### src/design/assert_macros.svh
// Assertion macros for the top-level design file.
`ifndef ASSERT_MACROS_SVH
`define ASSERT_MACROS_SVH

// Same-cycle implication, disabled while reset is asserted.
`define ASSERT_IMPL(label, clk, rst_n, ante, cons) \
    label: assert property (@(posedge clk) disable iff (!(rst_n)) (ante) |-> (cons)) \
        else $error("assertion failed: same-cycle implication");

// Next-cycle implication, disabled while reset is asserted.
`define ASSERT_NEXT(label, clk, rst_n, ante, cons) \
    label: assert property (@(posedge clk) disable iff (!(rst_n)) (ante) |=> (cons)) \
        else $error("assertion failed: next-cycle implication");

`endif

### src/design/swrl_pkg.sv
// Shared types and constants of the sliding-window rate limiter.
package swrl_pkg;

    localparam int TIME_W    = 32;
    localparam int USER_ID_W = 8;
    localparam int CNT_W     = 7;
    localparam int CFG_W     = 32;
    localparam int CFG_IDX_W = 2;
    localparam int VERDICT_W = 2;

    localparam logic [CFG_IDX_W-1:0] CFG_USER_LIMIT    = 2'd0;
    localparam logic [CFG_IDX_W-1:0] CFG_SERVICE_LIMIT = 2'd1;
    localparam logic [CFG_IDX_W-1:0] CFG_WINDOW_LENGTH = 2'd2;

    localparam logic [CNT_W-1:0]  USER_LIMIT_RST    = 7'd4;
    localparam logic [CNT_W-1:0]  SERVICE_LIMIT_RST = 7'd16;
    localparam logic [TIME_W-1:0] WINDOW_RST        = 32'd1000;

    localparam logic [VERDICT_W-1:0] VERDICT_ACCEPT  = 2'd0;
    localparam logic [VERDICT_W-1:0] VERDICT_USER    = 2'd1;
    localparam logic [VERDICT_W-1:0] VERDICT_SERVICE = 2'd2;

    // Controller to datapath commands.
    typedef struct packed {
        logic clr;         // clear one count entry
        logic latch;       // capture request
        logic head_rd;     // read oldest log entry
        logic cnt_rd_log;  // read count of the logged user
        logic pop;         // retire oldest entry
        logic cnt_rd_req;  // read count of the requesting user
        logic judge;       // decide and commit
    } cmd_t;

    // Datapath to controller status.
    typedef struct packed {
        logic clr_last;
        logic occ_zero;
        logic expired;
    } stat_t;

endpackage

### src/design/swrl_ctrl.sv
// Controller: sequences clearing, expiry walk and judgement.
module swrl_ctrl (
    input  logic            clk,
    input  logic            rst_n,
    input  logic            start,
    input  swrl_pkg::stat_t stat,
    output swrl_pkg::cmd_t  cmd,
    output logic            busy,
    output logic            done
);

    typedef enum logic [2:0] {
        S_CLR,
        S_IDLE,
        S_HEAD,
        S_DEAD,
        S_DEC,
        S_UREAD,
        S_JUDGE
    } state_t;

    state_t state_reg, state_next;
    logic   done_reg, done_next;

    always_comb
    begin
        state_next = state_reg;
        done_next  = 1'b0;
        cmd        = '0;
        case (state_reg)
            S_CLR:
            begin
                cmd.clr = 1'b1;
                if (stat.clr_last)
                begin
                    state_next = S_IDLE;
                end
            end
            S_IDLE:
            begin
                if (start)
                begin
                    cmd.latch  = 1'b1;
                    state_next = S_HEAD;
                end
            end
            S_HEAD:
            begin
                if (stat.occ_zero)
                begin
                    state_next = S_UREAD;
                end
                else
                begin
                    cmd.head_rd = 1'b1;
                    state_next  = S_DEAD;
                end
            end
            S_DEAD:
            begin
                if (stat.expired)
                begin
                    cmd.cnt_rd_log = 1'b1;
                    state_next     = S_DEC;
                end
                else
                begin
                    state_next = S_UREAD;
                end
            end
            S_DEC:
            begin
                cmd.pop    = 1'b1;
                state_next = S_HEAD;
            end
            S_UREAD:
            begin
                cmd.cnt_rd_req = 1'b1;
                state_next     = S_JUDGE;
            end
            S_JUDGE:
            begin
                cmd.judge  = 1'b1;
                done_next  = 1'b1;
                state_next = S_IDLE;
            end
            default:
            begin
                state_next = S_IDLE;
            end
        endcase
    end

    always_ff @(posedge clk or negedge rst_n)
    begin
        if (!rst_n)
        begin
            state_reg <= S_CLR;
            done_reg  <= 1'b0;
        end
        else
        begin
            state_reg <= state_next;
            done_reg  <= done_next;
        end
    end

    assign busy = state_reg != S_IDLE;
    assign done = done_reg;

endmodule

### config.mk
export PLATFORM = sky130hd
export DESIGN_NAME = swrl_ctrl
export DESIGN_NICKNAME = d
export VERILOG_FILES = /design/src/design/assert_macros.svh /design/src/design/swrl_pkg.sv /design/src/design/swrl_ctrl.sv
export SDC_FILE = /design/constraint.sdc
export NUM_CORES = 1
export LEC_CHECK = 0
export BUFFER_PORTS_ARGS = -buffer_cell sky130_fd_sc_hd__buf_2
export CORE_AREA = 2 2 39 41
export DETAILED_ROUTE_END_ITERATION = 10
export DIE_AREA = 0 0 41 43
export PLACE_DENSITY = 0.52
export RECOVER_POWER = 100
export SLEW_MARGIN = 20
export SYNTH_ARGS = -nofsm -noshare
export SYNTH_HDL_FRONTEND = slang
export SYNTH_SLANG_ARGS = --single-unit
### constraint.sdc
create_clock -name clk -period 3.13 [get_ports clk]
set_input_delay 0.626 -clock clk [delete_from_list [all_inputs] [get_ports clk]]
set_output_delay 0.626 -clock clk [all_outputs]
set_load 0.005 [all_outputs]
==> impl_metrics.env, run 1 <==
export IMPL_status="finished clean"
export IMPL_num_vias=231
export IMPL_drt_first_pass_iters=4
export IMPL_grt_overflow=0
export IMPL_post_route_cell_area_um2=324.1
export IMPL_worst_pin_slew_ns=0.3272
export IMPL_r2r_end="state_reg[1]$_DFFE_PN0P_"
export IMPL_core_area_mm2=0.001384
export IMPL_power_density_mw_per_mm2=896.1
export IMPL_layout_commonest_cell="buf_2"
export IMPL_synth_yosys_warnings=0
export IMPL_die_w_um=41
export IMPL_setup_viol=0
export IMPL_hold_viol=0
export IMPL_criticalPathCategory="reg -> out"
export IMPL_synthAdderAreaFrac_pct=0
export IMPL_clock_path_buffers=2
export IMPL_cts_made_buffers=3
export IMPL_clk_latency_ns=0.23
export IMPL_antenna_cells=0
export IMPL_grt_pass1_vias=242
export IMPL_ios=15
export IMPL_p_leak_nw=0.1468
export IMPL_crit_fanout=10
export IMPL_hold_path_class="in -> async"
export IMPL_layout_common_cells="buf_2, clkbuf_1, dfrtp_1, o21bai_1, clkbuf_4"
export IMPL_worstReg2RegStart="state_reg[0]$_DFFE_PN0P_"
export IMPL_place_congestion=0.6779
export IMPL_synth_compound_area_share_pct=17.14
export IMPL_syn_nets=30
export IMPL_wl_per_cell_um=10.09
export IMPL_ant_nets=0
export IMPL_grt_max_degree=12
export IMPL_ctsHoldBuffers=0
export IMPL_clkPwrFrac_pct=20.8
export IMPL_fin_setup_tns_ns=0
export IMPL_cts_root_buf="clkbuf_4"
export IMPL_cp_cell_sequence="or3b_1 > nor2_2 > buf_2"
export IMPL_clock_fmax_mhz=510.9
export IMPL_largest_reg_flops=3
export IMPL_fin_crit_ns=1.957
export IMPL_critical_path_max_stage_delay_ns=0.49
export IMPL_post_cts_buffers=0
export IMPL_p_sw_uw=111.3
export IMPL_startpoint_type="flop"
export IMPL_intPower_uw=179.1
export IMPL_start_util_pct=18.99
export IMPL_drv_slew=0
export IMPL_crit_family="simple AND/OR/NAND/NOR gates"
export IMPL_drcViolationCount=0
export IMPL_postRouteWirelength_um=545
export IMPL_synth_cell_types=17
export IMPL_drt_initial_drc_count=3
export IMPL_reg2reg_slack_ns=2.02
export IMPL_synth_top_family_by_area="simple AND/OR/NAND/NOR gates"
export IMPL_seqPwrFrac_pct=39.5
export IMPL_viasPerCell=4.278
export IMPL_die_h_um=43
export IMPL_tritoncts="done"
export IMPL_critPathSlowestCell="dfrtp_1"
export IMPL_synthesis_area_um2=262.8
export IMPL_cts_resized_gates=0
export IMPL_cts_sinks=4
export IMPL_cp_buffers_inverters=1
export IMPL_ir_drop_mv=0.2117
export IMPL_dp_hpwl_um=432.8
export IMPL_yosys_area_share_xor_xnor_pct=0
export IMPL_ff2ff_path_depth=2
export IMPL_synth_yosys_seq_area_share_pct=38.10
export IMPL_grt_usage_pct=7.251
export IMPL_maxSlewHeadroom_pct=77.88
export IMPL_rsz0062_at_grt="no"
export IMPL_critPathLaunch="state_reg[0]$_DFFE_PN0P_"
export IMPL_portBuffers=14
export IMPL_rows=14
export IMPL_p_sw_share_pct=38.31
export IMPL_required_ns=2.50
export IMPL_synth_mux_area_share_pct=0
export IMPL_ys_seq_elements=4
export IMPL_synth_area_per_cell_um2=10.95
export IMPL_antenna_found_initial=0
export IMPL_finalCritPeriodShare_pct=62.53
export IMPL_grt_pass1_wl_um=897
export IMPL_die_area_mm2=0.001763
export IMPL_fin_skew_ns=0.005200
export IMPL_area_growth_pct=23.33
export IMPL_layout_nets=46
export IMPL_p_comb_share_pct=39.7
export IMPL_synth_cells=24
export IMPL_arrival_ns=1.33
export IMPL_placed_cell_area_um2=326.6
export IMPL_drive_above_1_share_pct=31.58
export IMPL_htreeDepth=1
export IMPL_cap_viol_max_count=0
export IMPL_yosys_area_share_simple_pct=31.90
export IMPL_path_clk_slew_ns=0.04
export IMPL_end_kind="output port"
==> per-stage QoR <==
stage | setup slack (ns) | hold slack [ns] | utilization, % | power, mW | cells
after CTS | 1.104 | 0.1866 | 25.23 | 0.3225 | 54
after global placement | 1.378 | 0.4332 | 23.60 | 0.2561 | 51
after detailed placement | 1.358 | 0.4328 | 23.60 | 0.2591 | 51
after global routing | 1.090 | 0.2299 | 23.42 | 0.3180 | 54
after floorplan | 1.524 | 0.3304 | - | 0.2259 | 24
final | 1.173 | 0.2115 | 23.42 | 0.2904 | 54
==> logic make-up after synthesis <==
family                 Yosys count
and+or+nand+nor                  9
AOI/OAI and AO/OA                6
buffers and inverters            5
DFF                              4
==> worst max path at each step <==
stage / end / slack (ns) / cells past startpoint
floorplan: cmd[5] / 1.52 / 3
detailed placement: cmd[5] / 1.36 / 3
global route: cmd[5] / 1.09 / 3
global placement: cmd[5] / 1.38 / 3
CTS: cmd[5] / 1.10 / 3
finish: cmd[5] / 1.17 / 3
==> power by group through the flow <==
stage	Combinational, mW	Clock, mW	Sequential, mW
2_1_floorplan	0.137	0	0.0887
3_3_place_gp	0.133	0	0.123
3_5_place_dp	0.135	0	0.125
4_1_cts	0.135	0.0634	0.124
5_1_grt	0.131	0.0651	0.122
6_report	0.115	0.0605	0.115
==> worst reg2reg max path, cell delays in order (launching register included) <==
cell      delay, ns
dfrtp_1        0.47
nor4b_1        0.40
o21bai_1       0.17
==> layout make-up <==
class | count | area (µm²)
sequential | 4 | 100.1
inverter | 2 | 7.507
tap | 16 | 20.02
fill | 164 | 1060
clock buffer | 3 | 22.52
timing repair buffer | 14 | 62.56
multi-input combinational | 15 | 111.4
==> layer usage <==
metal  global-route usage (%)  vias up  part of all wire, %
li1                         -      112                    -
met1                    9.740      107                   48
met2                    10.31       12                   42
met3                    1.571        0                   10
met4                    4.000        0                    0
met5                        0        -                    0
==> cells in the mapped netlist <==
master	number	area (µm²)
buf_4	2	15.01
o2bb2ai_1	1	8.760
and4b_1	1	10.01
inv_1	1	3.750
a221oi_1	1	8.760
nor2_2	1	6.260
a21oi_1	1	5.000
and2_1	1	6.260
dfrtp_1	4	100.1
inv_2	1	3.750
buf_6	1	11.26
or3b_4	1	11.26
nor4b_4	1	23.77
o21bai_1	3	22.52
nor2b_1	1	6.260
nor3_1	1	5.000
nor3b_1	2	15.01
(Power assumes the default switching activity.)
==> inputs of run 2 (changes only) <==
Settings changed: PLACE_DENSITY 0.52 to 0.54.
Clock period 3.13 ns to 1.6 ns, I/O delays scaled along.
==> run 2 against run 1 <==
  * Clock power rose by 100%
  * Global-route usage rose by 0.81 points
  * Setup slack got worse by 1.2 ns
  * Utilization rose by 5.4 points
  * Non-clock buffer count rose by 6
  * Total power rose by 150%
  * Via count rose by 15%
  * First-iteration DRC count rose by 33%
  * Combinational power rose to 3.4 times the previous value
  * Sequential power rose by 83%
  * Largest cell class unchanged
  * Largest power group is now combinational cells
==> impl_metrics.env, run 2 (synthesized netlist as in run 1, its figures left out) <==
export IMPL_place_ws_ns=0.2065
export IMPL_use_met1_pct=11.36
export IMPL_core_area_mm2=0.001384
export IMPL_portBuffers=14
export IMPL_post_route_cell_area_um2=399.1
export IMPL_fin_crit_ns=1.583
export IMPL_status="finished clean"
export IMPL_postRouteWirelength_um=667
export IMPL_layout_common_cells="buf_2, clkbuf_4, buf_4, o21bai_1, dfrtp_2"
export IMPL_fin_skew_ns=0.005380
export IMPL_placed_cell_area_um2=341.6
export IMPL_cts_root_buf="clkbuf_4"
export IMPL_dp_hpwl_um=462.2
export IMPL_p_sw_uw=261.6
export IMPL_start_util_pct=18.99
export IMPL_grtUsageMet2_pct=9.375
export IMPL_power_uw=723.7
export IMPL_cts_made_buffers=3
export IMPL_p_comb_share_pct=54.0
export IMPL_num_vias=265
export IMPL_wl_per_cell_um=11.12
export IMPL_seqPwrFrac_pct=29.0
export IMPL_drt_first_pass_iters=4
export IMPL_ir_drop_mv=0.4959
export IMPL_finish_utilization_pct=28.84
export IMPL_worst_pin_slew_ns=0.2493
export IMPL_die_h_um=43
export IMPL_tritoncts="done"
export IMPL_top_usage_layer="met1"
export IMPL_clkPwrFrac_pct=17.0
export IMPL_startpoint_type="flop"
export IMPL_ios=15
export IMPL_cap_viol_max_count=0
export IMPL_die_area_mm2=0.001763
export IMPL_drcViolationCount=0
export IMPL_path_clk_slew_ns=0.04
export IMPL_rows=14
export IMPL_die_w_um=41
export IMPL_htreeDepth=1
export IMPL_clock_path_buffers=2
export IMPL_grt_pass1_wl_um=897
export IMPL_grt_overflow=0
export IMPL_end_kind="output port"
export IMPL_p_leak_nw=0.1982
export IMPL_layout_nets=52
export IMPL_setup_viol=0
export IMPL_largest_reg_flops=3
export IMPL_groute_layer_met3_usage_pct=1.571
export IMPL_arrival_ns=1.26
export IMPL_maxSlewHeadroom_pct=83.35
export IMPL_ant_nets=0
export IMPL_cts_sinks=4
export IMPL_grt_max_degree=9
export IMPL_dp_cells=53
export IMPL_crit_fanout=5
export IMPL_finalCritPeriodShare_pct=98.95
export IMPL_worst_slack_ns=0.01679
export IMPL_drv_slew=0
export IMPL_antenna_cells=0
export IMPL_clock_fmax_mhz=631.6
export IMPL_intPower_uw=462.1
export IMPL_fin_setup_tns_ns=0
export IMPL_clk_latency_ns=0.23
export IMPL_finalNonFillerCells=60
export IMPL_viasPerCell=4.417
export IMPL_drt_initial_drc_count=4
export IMPL_layout_commonest_cell="buf_2"
export IMPL_power_density_mw_per_mm2=1813
export IMPL_criticalPathCategory="reg -> out"
export IMPL_p_sw_share_pct=36.15
export IMPL_required_ns=1.28
export IMPL_drive_above_1_share_pct=63.64
export IMPL_hold_viol=0
export IMPL_grt_pass1_vias=216
export IMPL_place_congestion=0.7056
export IMPL_antenna_found_initial=0
export IMPL_grt_usage_pct=8.056
export IMPL_hold_worst_slack_ns=0.3254
export IMPL_area_growth_pct=51.90
export IMPL_hold_path_class="in -> reg"
==> run 2: cell type report <==
type | count | area [µm²]
fill | 156 | 984.7
multi-input combinational | 15 | 128.9
timing repair buffer | 20 | 116.4
sequential | 4 | 103.9
clock buffer | 3 | 22.52
tap | 16 | 20.02
inverter | 2 | 7.507
==> run 2: metal layers <==
layer  routed length [µm]  part of all wire (%)
met5                    0                     0
met4                    0                     0
met3                   59                   8.8
met2                  294                    44
met1                  312                    47
==> run 2: power groups by stage <==
stage / combinational (mW) / clock (mW) / sequential (mW)
final: 0.391 / 0.123 / 0.210
after global routing: 0.427 / 0.133 / 0.216
after CTS: 0.327 / 0.128 / 0.221
after detailed placement: 0.322 / 0 / 0.217
after global placement: 0.322 / 0 / 0.213
after floorplan: 0.269 / 0 / 0.173
==> run 2: what timing repair did <==
action | 4_1_cts | 5_1_grt
hold buffers | 1 | 0
endpoints found under the hold margin | 4 | 0
setup endpoints to repair | 2 | 3
setup buffers | 0 | 3
gates resized for setup | 2 | 1
pin swaps | 0 | 2
==> run 2: final timing paths <==
check	start	endpoint	slack [ns]	cells after the start
setup / recovery	state_reg[2]$_DFFE_PN0P_	cmd[5]	0.02	3
hold / removal	start	state_reg[0]$_DFFE_PN0P_	0.33	2
setup reg to reg	state_reg[2]$_DFFE_PN0P_	state_reg[0]$_DFFE_PN0P_	0.51	3
hold reg to reg	state_reg[1]$_DFFE_PN0P_	state_reg[2]$_DFFE_PN0P_	0.61	2
max in group asynchronous	rst_n	state_reg[1]$_DFFE_PN0P_	0.96	2
min in group asynchronous	rst_n	state_reg[0]$_DFFE_PN0P_	0.44	2
==> run 2: critical path: stages, from the launching register on <==
cell and delay (ns):
dfrtp_2 0.43, or3b_4 0.41, nor2_2 0.08, buf_2 0.11
